`src/hdl/flru_pkg.sv`:
```
// Shared constants and types for the fully associative LRU tag store.
`timescale 1ns / 1ps
`default_nettype none

package flru_pkg;

  // Store geometry and field widths.
  localparam int ENTRIES     = 16;
  localparam int ADDR_WIDTH  = 32;
  localparam int STAMP_WIDTH = 32;
  localparam int IDX_W       = (ENTRIES > 1) ? $clog2(ENTRIES) : 1;
  localparam int IN_ADDR_W   = 32;
  localparam int CNT_W       = 32;
  localparam int SLOT_W      = 4;

  // Search token that travels down the row of cells, one cell per cycle.
  typedef struct packed {
    logic                   valid;
    logic [ADDR_WIDTH-1:0]  addr;
    logic                   hit;
    logic [IDX_W-1:0]       hit_idx;
    logic                   have_best;
    logic [STAMP_WIDTH-1:0] best_stamp;
    logic [IDX_W-1:0]       best_idx;
  } tok_t;

  // Entry update broadcast to all cells once a search has finished.
  typedef struct packed {
    logic                   valid;
    logic                   install;
    logic [IDX_W-1:0]       idx;
    logic [ADDR_WIDTH-1:0]  tag;
    logic [STAMP_WIDTH-1:0] stamp;
  } upd_t;

endpackage

`default_nettype wire

```
`src/hdl/fully_assoc_lru_cache_tags.sv`:
```
// Top level: request control, counters and the row of tag cells.
//
//   channel | ports                                   | direction
//   --------+-----------------------------------------+----------
//   in      | in_valid, in_stall, in_address          | request in
//   out     | out_valid, out_stall, out_hit,          | result out
//           | out_hit_count, out_slot                 |
//
// A request's search token passes through the injection register and then the
// row of cells. The result is then registered along with the update for the
// chosen entry, and the output register is loaded from the held result. The
// next request is taken only once that result has moved to the output register.
// Reset is synchronous and clears all entries to invalid with stamp zero.
// A stalled result holds in the output register while the next request is
// taken; that request waits after its search until the output register frees.
`timescale 1ns / 1ps
`default_nettype none

module fully_assoc_lru_cache_tags import flru_pkg::*; (
  input  logic                 clk,
  input  logic                 rst_n,
  input  logic                 in_valid,
  output logic                 in_stall,
  input  logic [IN_ADDR_W-1:0] in_address,
  output logic                 out_valid,
  input  logic                 out_stall,
  output logic                 out_hit,
  output logic [CNT_W-1:0]     out_hit_count,
  output logic [SLOT_W-1:0]    out_slot
);

  localparam logic [1:0] ST_IDLE   = 2'd0;
  localparam logic [1:0] ST_SEARCH = 2'd1;
  localparam logic [1:0] ST_HOLD   = 2'd2;

  localparam int SUM_W = (STAMP_WIDTH > CNT_W + 1) ? STAMP_WIDTH : CNT_W + 1;
  localparam logic [SUM_W-1:0] STAMP_MAX = SUM_W'({STAMP_WIDTH{1'b1}});
  localparam logic [CNT_W-1:0] CNT_MAX   = {CNT_W{1'b1}};

  logic [1:0]             state_r;
  logic [1:0]             state_nxt;
  tok_t                   inj_r;
  tok_t                   inj_nxt;
  tok_t                   chain [0:ENTRIES];
  tok_t                   tail;
  upd_t                   upd_r;
  upd_t                   upd_nxt;
  logic [CNT_W-1:0]       access_count_r;
  logic [CNT_W-1:0]       hits_total_r;
  logic                   res_hit_r;
  logic [IDX_W-1:0]       res_slot_r;
  logic                   out_valid_r;
  logic                   out_hit_r;
  logic [CNT_W-1:0]       out_hit_count_r;
  logic [SLOT_W-1:0]      out_slot_r;
  logic                   in_take;
  logic                   out_free;
  logic                   search_done;
  logic [SUM_W-1:0]       stamp_sum;
  logic [STAMP_WIDTH-1:0] stamp_new;
  logic [IDX_W-1:0]       pick_idx;

  assign in_stall    = (state_r != ST_IDLE);
  assign in_take     = in_valid && !in_stall;
  assign out_free    = !out_valid_r || !out_stall;
  assign tail        = chain[ENTRIES];
  assign search_done = (state_r == ST_SEARCH) && tail.valid;

  // New stamp is the access number plus one, saturated to the stamp width.
  always_comb begin
    stamp_sum = SUM_W'(access_count_r) + SUM_W'(1);
    stamp_new = (stamp_sum > STAMP_MAX) ? STAMP_MAX[STAMP_WIDTH-1:0]
                                        : stamp_sum[STAMP_WIDTH-1:0];
    pick_idx  = tail.hit ? tail.hit_idx : tail.best_idx;
  end

  // Fresh token for an accepted request.
  always_comb begin
    inj_nxt       = '0;
    inj_nxt.valid = in_take;
    inj_nxt.addr  = ADDR_WIDTH'(in_address);
  end

  // Entry update for the chosen entry once the search has finished.
  always_comb begin
    upd_nxt       = upd_r;
    upd_nxt.valid = search_done;
    if (search_done) begin
      upd_nxt.install = !tail.hit;
      upd_nxt.idx     = pick_idx;
      upd_nxt.tag     = tail.addr;
      upd_nxt.stamp   = stamp_new;
    end
  end

  // Row of cells; the injection register feeds the first one.
  assign chain[0] = inj_r;

  for (genvar i = 0; i < ENTRIES; i++) begin : g_cell
    flru_cell u_cell (
      .clk      (clk),
      .rst_n    (rst_n),
      .cell_idx (IDX_W'(i)),
      .tok_i    (chain[i]),
      .upd_i    (upd_r),
      .tok_o    (chain[i+1])
    );
  end

  // Sequencer.
  always_comb begin
    state_nxt = state_r;
    unique case (state_r)
      ST_IDLE: begin
        if (in_take) begin
          state_nxt = ST_SEARCH;
        end
      end
      ST_SEARCH: begin
        if (tail.valid) begin
          state_nxt = ST_HOLD;
        end
      end
      ST_HOLD: begin
        if (out_free) begin
          state_nxt = ST_IDLE;
        end
      end
      default: state_nxt = ST_IDLE;
    endcase
  end

  // Control state, counters and the output register.
  always_ff @(posedge clk) begin
    if (!rst_n) begin
      state_r        <= ST_IDLE;
      inj_r          <= '0;
      upd_r          <= '0;
      access_count_r <= '0;
      hits_total_r   <= '0;
      out_valid_r    <= 1'b0;
    end else begin
      state_r <= state_nxt;

      // Launch a fresh token on an accepted request.
      inj_r <= inj_nxt;

      // Finish the search: count, pick the entry and broadcast its update.
      upd_r <= upd_nxt;
      if (search_done) begin
        if (access_count_r != CNT_MAX) begin
          access_count_r <= access_count_r + CNT_W'(1);
        end
        if (tail.hit && (hits_total_r != CNT_MAX)) begin
          hits_total_r <= hits_total_r + CNT_W'(1);
        end
      end

      // Output register: loaded from the held result, cleared when taken.
      if ((state_r == ST_HOLD) && out_free) begin
        out_valid_r <= 1'b1;
      end else if (out_valid_r && !out_stall) begin
        out_valid_r <= 1'b0;
      end
    end
  end

  // Result payload.
  always_ff @(posedge clk) begin
    if ((state_r == ST_SEARCH) && tail.valid) begin
      res_hit_r  <= tail.hit;
      res_slot_r <= pick_idx;
    end
    if ((state_r == ST_HOLD) && out_free) begin
      out_hit_r       <= res_hit_r;
      out_hit_count_r <= hits_total_r;
      out_slot_r      <= SLOT_W'(res_slot_r);
    end
  end

  assign out_valid     = out_valid_r;
  assign out_hit       = out_hit_r;
  assign out_hit_count = out_hit_count_r;
  assign out_slot      = out_slot_r;

  // A token reaches the end of the row only while a search is running.
  a_tail_in_search: assert property (@(posedge clk) disable iff (!rst_n)
    tail.valid |-> (state_r == ST_SEARCH))
    else $error("search token finished outside a search");

  // An entry update is only in flight while the result is held.
  a_upd_in_hold: assert property (@(posedge clk) disable iff (!rst_n)
    upd_r.valid |-> (state_r == ST_HOLD))
    else $error("entry update outside the hold state");

  // A result appears only after a hold.
  a_out_from_hold: assert property (@(posedge clk) disable iff (!rst_n)
    $rose(out_valid_r) |-> ($past(state_r) == ST_HOLD))
    else $error("result loaded without a finished search");

  // The hit count never goes backward.
  a_hits_monotonic: assert property (@(posedge clk) disable iff (!rst_n)
    1'b1 |=> (hits_total_r >= $past(hits_total_r)))
    else $error("hit count decreased");

endmodule

`default_nettype wire

```
`src/hdl/flru_cell.sv`:
```
// One tag store entry with its step of the match and least-stamp search.
`timescale 1ns / 1ps
`default_nettype none

module flru_cell import flru_pkg::*; (
  input  logic             clk,
  input  logic             rst_n,
  input  logic [IDX_W-1:0] cell_idx,
  input  tok_t             tok_i,
  input  upd_t             upd_i,
  output tok_t             tok_o
);

  logic [ADDR_WIDTH-1:0]  tag_r;
  logic                   valid_r;
  logic [STAMP_WIDTH-1:0] stamp_r;
  tok_t                   tok_r;
  tok_t                   tok_nxt;
  logic                   match;

  // Fold this entry into the token: first valid match wins, strict less keeps the lower index.
  always_comb begin
    tok_nxt = tok_i;
    match   = valid_r && (tag_r == tok_i.addr);
    if (!tok_i.hit && match) begin
      tok_nxt.hit     = 1'b1;
      tok_nxt.hit_idx = cell_idx;
    end
    if (!tok_i.have_best || (stamp_r < tok_i.best_stamp)) begin
      tok_nxt.have_best  = 1'b1;
      tok_nxt.best_stamp = stamp_r;
      tok_nxt.best_idx   = cell_idx;
    end
  end

  // Token hand-off and entry state.
  always_ff @(posedge clk) begin
    if (!rst_n) begin
      tok_r   <= '0;
      valid_r <= 1'b0;
      stamp_r <= '0;
    end else begin
      tok_r <= tok_nxt;
      if (upd_i.valid && (upd_i.idx == cell_idx)) begin
        stamp_r <= upd_i.stamp;
        if (upd_i.install) begin
          valid_r <= 1'b1;
        end
      end
    end
  end

  // The tag is undefined until its first install.
  always_ff @(posedge clk) begin
    if (upd_i.valid && upd_i.install && (upd_i.idx == cell_idx)) begin
      tag_r <= upd_i.tag;
    end
  end

  assign tok_o = tok_r;

endmodule

`default_nettype wire

```
`config.mk`:
```
export PLATFORM = sky130hd
export DESIGN_NAME = fully_assoc_lru_cache_tags
export DESIGN_NICKNAME = d
export VERILOG_FILES = /design/src/hdl/flru_pkg.sv /design/src/hdl/fully_assoc_lru_cache_tags.sv /design/src/hdl/flru_cell.sv
export SDC_FILE = /design/constraint.sdc
export NUM_CORES = 2
export LEC_CHECK = 0
export CAP_MARGIN = 40
export CORE_MARGIN = 2
export CORE_UTILIZATION = 64
export DETAILED_ROUTE_END_ITERATION = 10
export DONT_BUFFER_PORTS = 1
export PLACE_DENSITY = 0.8
export SETUP_SLACK_MARGIN = 0.2
export SLEW_MARGIN = 20
export SYNTH_ARGS = -nofsm -noshare
export SYNTH_HDL_FRONTEND = slang
export SYNTH_HIERARCHICAL = 1
export SYNTH_SLANG_ARGS = --single-unit
export TNS_END_PERCENT = 20
```
`constraint.sdc`:
```
create_clock -name clk -period 4.4 [get_ports clk]
set_input_delay 0 -clock clk [delete_from_list [all_inputs] [get_ports clk]]
set_output_delay 0 -clock clk [all_outputs]
set_load 0.01 [all_outputs]
```
==> results.ini <==
[global_routing]
gr-usage-all-layers_pct = 27.5
grt_pass1_vias = 66600
grt_overflow = 0
grt_start_max_net_pins = 371
antenna_found_initial = 3
grt_pass1_wl_mm = 355

[run_status]
violations = slew limit
outcome = finished with violations

[synth]
syn_avg_cell_area_um2 = 10.8
yosys_warnings = 6
synth_area_um2 = 101000
syn_inst = 9415

[timing]
hold_ws_ns = 0.00796
final-hold-violation-count = 0
tns_ns = 0
period_share_pct = 85.0
worst_slack_ns = 0.658
tightest_slew_ns = 5.71
timing.fmax_mhz = 267
final-setup-viol-count = 0
drv_slew = 37
timing.slew.headroom_pct = -283
rsz0062_at_grt = false
skew_ns = 0.0647
min_period_ns = 3.74

[placement]
dp_hpwl_mm = 145
preCtsSetupSlack_ns = -0.0139
placed_area_um2 = 105000
gp_congestion = 0.864
place.port_buffers = 0

[worst_setup_path]
r2r_start = g_cell[9].u_cell/tok_o[31]
crit_path_start_kind = primary input
worstSetupPathType = primary input to register
cp_max_fo = 253
crit_required_ns = 5.22
arrival_ns = 4.56
crit_path_end_kind = register
startpoint = rst_n

[run]
max_cap_violations = 0

[clocking]
cts_made_buffers = 228
clk_latency_ns = 0.90
clk_pin_slew_worst_paths_ns = 0.06
cts_tree = built
cts_max_path_buffers = 3
numClockSinks = 2419
postCtsSetupRepairBufs = 0
h-tree-depth = 4
root_buffer = clkbuf_16

[floorplanning]
rows = 146
coreArea_um2 = 158000
die_x_um = 402
die_area_um2 = 162000
dieHeight_um = 402
io_pins = 75
start_util_pct = 64.3

[power]
total_power_mw = 44.0
sequentialPowerShare_pct = 51.8
power_leakage_nw = 42.4
switching_share_pct = 21.2
power_frac_comb_pct = 2.3
peakVddDrop_mv = 0.481
power.density_nw_per_um2 = 387
power_switching_mw = 9.33
power_frac_clock_pct = 45.9
power.internal_mw = 34.6

[detailed_routing]
dr.first_iter.drc_count = 4355
drt_first_pass_iters = 6
viasPerCell = 5.47
routedWlPerCell_um = 18.9
ant_nets = 0
wl_mm = 226
vias = 65400
drc = 0

[layout]
final_nets = 10200
drive_gt1_share_pct = 6.20
design_area_um2 = 113000
area_growth_syn_to_layout_pct = 11.8
fillCellCount = 10600

[hold_path]
min_path_type = primary input to register
min_from = rst_n

stage by stage:
step,std cells,utilization [%]
floorplan,9681,-
global placement,11400,66.1
detailed placement,11400,66.3
CTS,11900,71.8
global route,12000,71.9
finish,12000,71.9
cell type report:
cell class | count | area (um^2) | area share (%)
Clock inverter | 96 | 1310 | 1.16
Multi-Input combinational cell | 6274 | 44700 | 39.4
Timing Repair Buffer | 199 | 2230 | 1.97
Clock buffer | 334 | 6560 | 5.78
Tap cell | 2072 | 2590 | 2.28
Antenna cell | 1 | 2.50 | 0.00221
Inverter | 555 | 2080 | 1.84
Sequential cell | 2419 | 54000 | 47.6
critical path: stages:
cell and delay [ns]:
buf_12 0.08, buf_12 0.10, buf_16 0.15, buf_16 0.41, buf_16 0.37, buf_16 0.57
buf_16 0.46, buf_16 0.54, buf_16 0.49, and2_1 0.23, dlygate4sd3_1 0.56
power by group through the flow:
stage	Sequential [mW]	Combinational, mW	Clock (mW)
after CTS	22.8	0.962	20.4
after floorplan	23.2	0.746	0
final	22.8	1.00	20.2
after detailed placement	23.2	0.881	0
after global routing	22.8	1.08	21.4
after global placement	23.2	0.852	0
per-layer routing:
metal,global-route usage [%],vias up,wire length (um)
li1,-,31900,-
met1,31.4,31600,89700
met2,50.7,1396,117000
met3,3.69,521,9080
met4,12.8,2,10200
met5,0,-,21
sequential cells by signal, indices dropped and copies added (netlist names):
name	count
chain	33
access_count_r	32
g_cell.u_cell/tag_r	512
state_r	2
upd_r	70
g_cell.u_cell/valid_r	16
res_slot_r	4
g_cell.u_cell/tok_o	1167
out_slot	4
out_hit_count	32
res_hit_r	1
out_valid	1
g_cell.u_cell/stamp_r	512
hits_total_r	32
out_hit	1
placed cells by master, fill, tap and decap left out, types with 98 or more instances in the layout:
cell / instances
a21oi_1: 309
and2_1: 558
clkbuf_16: 231
conb_1: 268
dfxtp_1: 1864
edfxtp_1: 554
ha_1: 499
inv_1: 553
mux2i_1: 1128
nand2_1: 1358
nand3_1: 109
nand4_1: 98
nor2b_1: 577
xnor2_1: 239
xor2_1: 368
worst paths after layout:
kind | to | slack (ns) | cells after the start
worst min-delay path | g_cell[4].u_cell/stamp_r[16] | 0.008 | 5
worst max-delay path | chain[1273] | 0.66 | 11
worst min register to register | out_slot[3] | 0.41 | 0
worst max register to register | g_cell[10].u_cell/tok_o[15] | 1.20 | 9
timing repair:
action / CTS / global route
hold buffers: 79 / 5
gates resized for setup: 0 / 0
setup endpoints to repair: 0 / 3
endpoints found under the hold margin: 273 / 30
No activity file was read; power rests on OpenSTA's default activity.
